--- src/sv/nfba_pkg.sv ---
// Shared widths and sequencer codes for the next-fit partition allocator.
package nfba_pkg;

  localparam int MAX_BLOCKS = 16;
  localparam int SIZE_BITS  = 16;
  localparam int IDX_BITS   = $clog2(MAX_BLOCKS);
  localparam int CNT_BITS   = $clog2(MAX_BLOCKS + 1);
  localparam int TOT_BITS   = 20;

  typedef logic [1:0] state_t;

  localparam state_t ST_IDLE = 2'd0;
  localparam state_t ST_SCAN = 2'd1;
  localparam state_t ST_SUM  = 2'd2;
  localparam state_t ST_DONE = 2'd3;

  localparam logic ACT_LOAD  = 1'b0;
  localparam logic ACT_ALLOC = 1'b1;

endpackage

--- src/sv/next_fit_block_allocator_core.sv ---
// Next-fit partition allocator: partition table, scan sequencer and totals pass.
//
//  channel | signals                                        | dir
//  --------+------------------------------------------------+-----
//  cfg     | cfg_valid, cfg_ready, cfg_data (block_count)   | in
//  in      | in_valid, in_ready, action, block_index,       | in
//          | size_value                                     |
//  out     | out_valid, out_ready, granted, grant_index,    | out
//          | leftover, internal_total, external_total       |
//
// Load: accept, then a summing pass over block_count partitions, then the result.
// Allocate: a scan of up to block_count partitions, one at a time through the
// single compare/subtract unit, then the summing pass, then the result.
// in_ready is low while an item is in progress.
// Reset (rst, synchronous) clears the table, sets block_count to 16 and the
// next-fit pointer to 15. A result held by out_ready low stalls only the
// final cycle of the following request.
module next_fit_block_allocator_core (
  input  logic                          clk,
  input  logic                          rst,
  input  logic                          cfg_valid,
  output logic                          cfg_ready,
  input  logic [4:0]                    cfg_data,
  input  logic                          in_valid,
  output logic                          in_ready,
  input  logic                          action,
  input  logic [nfba_pkg::IDX_BITS-1:0] block_index,
  input  logic [nfba_pkg::SIZE_BITS-1:0] size_value,
  output logic                          out_valid,
  input  logic                          out_ready,
  output logic                          granted,
  output logic [nfba_pkg::IDX_BITS-1:0] grant_index,
  output logic [nfba_pkg::SIZE_BITS-1:0] leftover,
  output logic [nfba_pkg::TOT_BITS-1:0] internal_total,
  output logic [nfba_pkg::TOT_BITS-1:0] external_total
);
  import nfba_pkg::*;

  logic [SIZE_BITS-1:0] part_size     [MAX_BLOCKS];
  logic                 part_used     [MAX_BLOCKS];
  logic [SIZE_BITS-1:0] part_leftover [MAX_BLOCKS];
  logic [IDX_BITS-1:0]  last_grant;
  logic                 refusal_seen;
  logic [CNT_BITS-1:0]  block_count;

  state_t               state;
  logic [IDX_BITS-1:0]  ptr;
  logic [CNT_BITS-1:0]  step;
  logic [SIZE_BITS-1:0] req_size;
  logic                 res_granted;
  logic [IDX_BITS-1:0]  res_index;
  logic [SIZE_BITS-1:0] res_left;
  logic [TOT_BITS-1:0]  acc_int;
  logic [TOT_BITS-1:0]  acc_ext;

  logic [CNT_BITS-1:0]  ptr_inc;
  logic [CNT_BITS-1:0]  step_inc;
  logic [CNT_BITS-1:0]  start_inc;
  logic [IDX_BITS-1:0]  start_pos;
  logic [IDX_BITS-1:0]  ptr_wrap;
  logic [CNT_BITS-1:0]  cfg_clamped;
  logic                 fits;
  logic [SIZE_BITS-1:0] cur_size;
  logic                 cur_used;
  logic                 out_free;

  // count only changes with nothing in flight and no request offered
  assign cfg_ready = (state == ST_IDLE) && !out_valid && !in_valid;
  assign in_ready  = (state == ST_IDLE);
  assign out_free  = !out_valid || out_ready;

  assign cur_size  = part_size[ptr];
  assign cur_used  = part_used[ptr];
  assign fits      = !cur_used && (cur_size >= req_size);

  assign ptr_inc   = {1'b0, ptr} + CNT_BITS'(1);
  assign step_inc  = step + CNT_BITS'(1);
  assign ptr_wrap  = (ptr_inc >= block_count) ? '0 : ptr_inc[IDX_BITS-1:0];
  assign start_inc = {1'b0, last_grant} + CNT_BITS'(1);
  assign start_pos = (start_inc >= block_count) ? '0 : start_inc[IDX_BITS-1:0];

  always_comb begin
    if (cfg_data == '0) begin
      cfg_clamped = CNT_BITS'(1);
    end else if (cfg_data > CNT_BITS'(MAX_BLOCKS)) begin
      cfg_clamped = CNT_BITS'(MAX_BLOCKS);
    end else begin
      cfg_clamped = cfg_data;
    end
  end

  always_ff @(posedge clk) begin
    if (rst) begin
      for (int i = 0; i < MAX_BLOCKS; i++) begin
        part_size[i]     <= '0;
        part_used[i]     <= 1'b0;
        part_leftover[i] <= '0;
      end
      block_count    <= CNT_BITS'(MAX_BLOCKS);
      last_grant     <= IDX_BITS'(MAX_BLOCKS - 1);
      refusal_seen   <= 1'b0;
      state          <= ST_IDLE;
      out_valid      <= 1'b0;
      ptr            <= '0;
      step           <= '0;
    end else begin
      if (cfg_valid && cfg_ready) begin
        block_count <= cfg_clamped;
      end
      // ST_DONE handles out_valid itself
      if (out_valid && out_ready && state != ST_DONE) begin
        out_valid <= 1'b0;
      end
      case (state)
        ST_IDLE: begin
          if (in_valid) begin
            req_size <= size_value;
            if (action == ACT_LOAD) begin
              part_size[block_index]     <= size_value;
              part_used[block_index]     <= 1'b0;
              part_leftover[block_index] <= '0;
              res_granted <= 1'b0;
              res_index   <= '0;
              res_left    <= '0;
              ptr         <= '0;
              acc_int     <= '0;
              acc_ext     <= '0;
              state       <= ST_SUM;
            end else begin
              ptr   <= start_pos;
              step  <= '0;
              state <= ST_SCAN;
            end
          end
        end
        ST_SCAN: begin
          if (fits) begin
            part_used[ptr]     <= 1'b1;
            part_leftover[ptr] <= cur_size - req_size;
            last_grant         <= ptr;
            res_granted        <= 1'b1;
            res_index          <= ptr;
            res_left           <= cur_size - req_size;
            ptr                <= '0;
            acc_int            <= '0;
            acc_ext            <= '0;
            state              <= ST_SUM;
          end else if (step_inc == block_count) begin
            // every partition within block_count has been tried
            refusal_seen <= 1'b1;
            res_granted  <= 1'b0;
            res_index    <= '0;
            res_left     <= '0;
            ptr          <= '0;
            acc_int      <= '0;
            acc_ext      <= '0;
            state        <= ST_SUM;
          end else begin
            ptr  <= ptr_wrap;
            step <= step_inc;
          end
        end
        ST_SUM: begin
          if (cur_used) begin
            acc_int <= acc_int + TOT_BITS'(part_leftover[ptr]);
          end else if (refusal_seen) begin
            acc_ext <= acc_ext + TOT_BITS'(cur_size);
          end
          if (ptr_inc == block_count) begin
            state <= ST_DONE;
          end else begin
            ptr <= ptr_inc[IDX_BITS-1:0];
          end
        end
        ST_DONE: begin
          if (out_free) begin
            out_valid      <= 1'b1;
            granted        <= res_granted;
            grant_index    <= res_index;
            leftover       <= res_left;
            internal_total <= acc_int;
            external_total <= acc_ext;
            state          <= ST_IDLE;
          end
        end
        default: begin
          state <= ST_IDLE;
        end
      endcase
    end
  end

  a_scan_in_range: assert property (@(posedge clk) disable iff (rst)
    (state == ST_SCAN) |-> ({1'b0, ptr} < block_count))
    else $error("scan pointer beyond partition count");

  a_refusal_sticky: assert property (@(posedge clk) disable iff (rst)
    refusal_seen |=> refusal_seen)
    else $error("refusal flag cleared outside reset");

  a_refused_zero: assert property (@(posedge clk) disable iff (rst)
    (out_valid && !granted) |-> (grant_index == '0 && leftover == '0))
    else $error("refused or load result carries index or leftover");

  a_grant_in_range: assert property (@(posedge clk) disable iff (rst)
    (out_valid && granted) |-> ({1'b0, grant_index} < block_count))
    else $error("granted partition outside count");

  a_scan_bounded: assert property (@(posedge clk) disable iff (rst)
    (state == ST_SCAN) |-> (step < block_count))
    else $error("scan ran past partition count");

endmodule
--- config.mk ---
export PLATFORM = sky130hd
export DESIGN_NAME = next_fit_block_allocator_core
export DESIGN_NICKNAME = d
export VERILOG_FILES = /design/src/sv/nfba_pkg.sv /design/src/sv/next_fit_block_allocator_core.sv
export SDC_FILE = /design/constraint.sdc
export NUM_CORES = 1
export LEC_CHECK = 0
export BUFFER_PORTS_ARGS = -buffer_cell sky130_fd_sc_hd__buf_2
export CAP_MARGIN = 40
export CORE_ASPECT_RATIO = 1.5
export CORE_MARGIN = 2
export CORE_UTILIZATION = 60
export CTS_BUF_LIST = sky130_fd_sc_hd__clkbuf_4 sky130_fd_sc_hd__clkbuf_8
export DETAILED_ROUTE_END_ITERATION = 8
export GPL_TIMING_DRIVEN = 0
export HOLD_SLACK_MARGIN = 0.1
export PLACE_DENSITY = 0.77
export SLEW_MARGIN = 20
export SYNTH_ARGS = -nofsm -noshare
export SYNTH_HDL_FRONTEND = slang
export SYNTH_SLANG_ARGS = --single-unit
--- constraint.sdc ---
create_clock -name clk -period 11.7 [get_ports clk]
set_input_delay 2.34 -clock clk [delete_from_list [all_inputs] [get_ports clk]]
set_output_delay 2.34 -clock clk [all_outputs]
set_load 0.03 [all_outputs]
==> run summary <==
DIE
----------------------------------------------------------------------------------------
Area of the core                                                              52600 um^2
Number of ports placed on the die boundary                                            95
Die boundary width                                                                192 um
Die footprint                                                                 55100 um^2
Placement Rows                                                                       103
Overall die height                                                                286 um
Initial Utilization                                                                60.7%

TIMING
----------------------------------------------------------------------------------------
Total setup violations reported at the end of the flow                                 0
Final max-slew violation count                                                         0
Portion of the clock cycle consumed by the worst path in the final layout          63.6%
Setup clock skew after layout                                                  0.0388 ns
Final-layout worst hold slack                                                   0.420 ns
Setup repair after global routing missed its margin                                false
Worst-case headroom to the max-slew limit                                          39.5%
Fin Setup TNS                                                                       0 ns
Setup WS post-layout                                                             4.26 ns
Worst-Margin Slew                                                               0.908 ns
Maximum achievable frequency                                                     134 MHz
Final critical delay including setup and external delays                         7.44 ns
Hold violation total from the final report                                             0

CLOCKING
----------------------------------------------------------------------------------------
H-Tree Depth                                                                           3
Number of sinks on the clock net                                                     692
Clk pin slew, worst setup/hold paths                                             0.07 ns
Number of gates resized after CTS                                                      0
Buffer cell driving the clock tree root                                         clkbuf_8
Clock insertion delay at the later pin of the skew report                        0.73 ns
# Post-CTS Setup Buffers                                                               0
TritonCTS clock tree                                                                 yes
Number of buffers between clock root and the deepest sink                              3
Quantity of hold-fixing buffers added after cts                                        0
TritonCTS Buffers                                                                     99

WORST HOLD PATH
----------------------------------------------------------------------------------------
Worst hold path stage count                                                            0
Worst min path class                                                             reg2reg

SYNTH
----------------------------------------------------------------------------------------
Largest area contributor in the netlist                                         edfxtp_1
Sequential fraction of the synthesis area                                          64.3%
Post-synth net total                                                                2314
Seq cells post-synth                                                                 692
Cells after Synth                                                                   2215
Share of flip-flops with an asynchronous set or reset                                 0%
Top flip-flop cell by instance count after synthesis                            edfxtp_1
Post-Syn Area                                                                 31900 um^2
Main area contributors after synthesis                                      edfxtp_1 63%, mux4_2 12%, and2_1 5.3%, nor2_1 4.1%, ha_1 2.5%
Area fraction of the dominant cell type after synthesis                            62.7%
Warnings from Yosys                                                                    0
Distinct cell type count of the synthesized netlist                                   65
Count of flip-flops with a built-in enable after synthesis                           666
Post-Syn Area per Cell                                                         14.4 um^2

DRT
----------------------------------------------------------------------------------------
First-pass DRT Iterations                                                              6
Remaining number of nets flagged by the antenna check after routing                    0
Routed wire length                                                              85100 um
Starting DRT DRC Count                                                              2313
Via count of the routed design                                                     20.1k
Post-route DRC violation count                                                         0
Wire length per cell                                                             26.2 um
Detail-routed via count per cell                                                    6.20

WORST SETUP PATH
----------------------------------------------------------------------------------------
Data required, critical path                                                    12.11 ns
Cell Chain, Critical Path                                                   buf_2, clkbuf_1, buf_1, buf_6, mux4_2, mux4_2, inv_1, ha_1, clkbuf_1, and4_1, o21a_1, o31a_1, o21ai_0, clkbuf_1, clkbuf_1, a21oi_1, nand2_1, buf_8
Critical Path Stages                                                                  18
Worst-path fanout max                                                                 10
CP Class                                                                         reg2reg
Critical path's most frequent cell                                              clkbuf_1
Largest delay contributor family on the critical path                       buffers and inverters
Startpoint types                                                                    flop
Cell with the largest stage delay on the worst path                             clkbuf_1
Arrival time at the worst endpoint                                               7.85 ns
Buffers plus inverters on the worst setup path                                         9
Crit path largest cell delay                                                     0.66 ns
Type of destination of the critical path                                            flop
Depth of the most critical reg-to-reg path                                            18

POWER AND IR DROP
----------------------------------------------------------------------------------------
Worst vdd rail ir drop                                                            130 uV
Lkg Pwr                                                                          13.3 nW
Pwr/cell area                                                                196 nW/um^2

FINISH
----------------------------------------------------------------------------------------
Ratio of cells with drive above 1 in the final layout                              22.0%
Highest-count cells in the layout ignoring fill and taps                    666 x edfxtp_1, 344 x nor2_1, 269 x and2_1, 165 x mux4_2, 118 x buf_2
Area growth from synthesis to layout                                               12.9%
Core utilization of the finished layout                                            68.5%
Most common cell after layout, fill and taps aside                              edfxtp_1
Final-stage net count                                                               2581
Filler cell count in the final layout                                               3619

PLACEMENT
----------------------------------------------------------------------------------------
Gp weighted congestion                                                             0.930
IO Port Bufs                                                                          92
DP HPWL                                                                         63300 um
Worst slack at placement                                                         4.22 ns

STATUS
----------------------------------------------------------------------------------------
Result of the run                                                           finished, final reports clean

GRT
----------------------------------------------------------------------------------------
Global route overflow                                                                  0
Via count of the first global-routing pass                                         20.8k
Global-route wire length before repair                                         125000 um
GRT Total Usage                                                                    31.8%
Largest net degree at the start of global routing                                     22
Initial antenna violation count                                                        5

JOB
----------------------------------------------------------------------------------------
Max-capacitance violation count                                                        0

metal layers:
layer  vias to the layer above  GRT usage (%)  routed length (um)
met5                         -              0                  27
met4                         4           21.7                6520
met3                       293           6.41                6090
met2                      1061           56.5               45500
met1                      9982           33.7               27000
li1                       8767              -                   -
final cells by class:
type	instances	area, um^2	area share [%]
Sequential cell	692	20500	57.0
Clock inverter	51	320	0.889
Antenna cell	4	10.0	0.0278
Multi-Input combinational cell	1316	10600	29.5
Tap cell	682	853	2.37
Timing Repair Buffer	166	1260	3.50
Clock buffer	127	1590	4.42
Buffer	148	622	1.73
Inverter	59	221	0.615
stage by stage:
step	cell area, um^2	instances	power [W]
6_report	36000	3245	0.00708
5_1_grt	36000	3243	0.00733
4_1_cts	35800	3223	0.00704
3_5_place_dp	33900	3045	0.00517
3_3_place_gp	33200	2989	0.00502
2_1_floorplan	31900	2215	0.00438
power by group:
group / leakage [nW] / internal [W] / switching (W)
clock network: 1.02 / 0.000959 / 0.000933
logic: 5.30 / 0.000771 / 0.00142
registers: 6.94 / 0.00292 / 0.0000804
cell families (layout without fill, tap and decap cells):
family / Yosys count / after routing / synth area share [%]
xor+xnor: 44 / 44 / 1.21
buf+inv: 207 / 551 / 2.63
fa+ha+maj: 68 / 68 / 2.74
other cells: 0 / 4 / 0
flops: 692 / 692 / 64.3
simple gates: 820 / 820 / 12.9
compound gates: 207 / 207 / 4.17
mux: 177 / 177 / 12.0
registers in the layout, indices dropped and copies added (netlist names), 4 cells and up, named ones only:
register        count
leftover           16
step                5
block_count         5
res_left           16
part_size         256
external_total     20
last_grant          4
res_index           4
part_used          16
acc_int            20
grant_index         4
part_leftover     256
internal_total     20
acc_ext            20
ptr                 4
req_size           16
cells in the mapped netlist, types with 5 or more instances:
library cell	n
edfxtp_1	666
nor2_1	345
and2_1	269
mux4_2	165
clkbuf_1	104
ha_1	65
inv_1	58
nand2_1	58
o21ai_0	58
a21oi_1	56
dfxtp_1	26
xnor2_1	25
buf_1	20
nand2b_1	20
nand3_1	20
xor2_1	19
or3_1	18
buf_2	17
nor3_1	17
a21o_1	14
and3_1	13
nor2b_1	13
a211oi_1	9
a31oi_1	9
mux2i_1	9
nor2_2	9
nand4_1	8
o21a_1	8
or2_2	8
a211o_1	7
o211ai_1	6
o31ai_1	6
nand3b_1	5
nor3b_1	5
o31a_1	5
path summary, 6_finish.rpt:
check / start / endpoint / slack [ns]
setup / recovery: flop / part_leftover[8][6] / 4.26
hold / removal: res_left[11] / leftover[11] / 0.42
setup reg to reg: flop / part_leftover[8][6] / 4.26
hold reg to reg: res_left[11] / leftover[11] / 0.42
(Power assumes the default switching activity.)
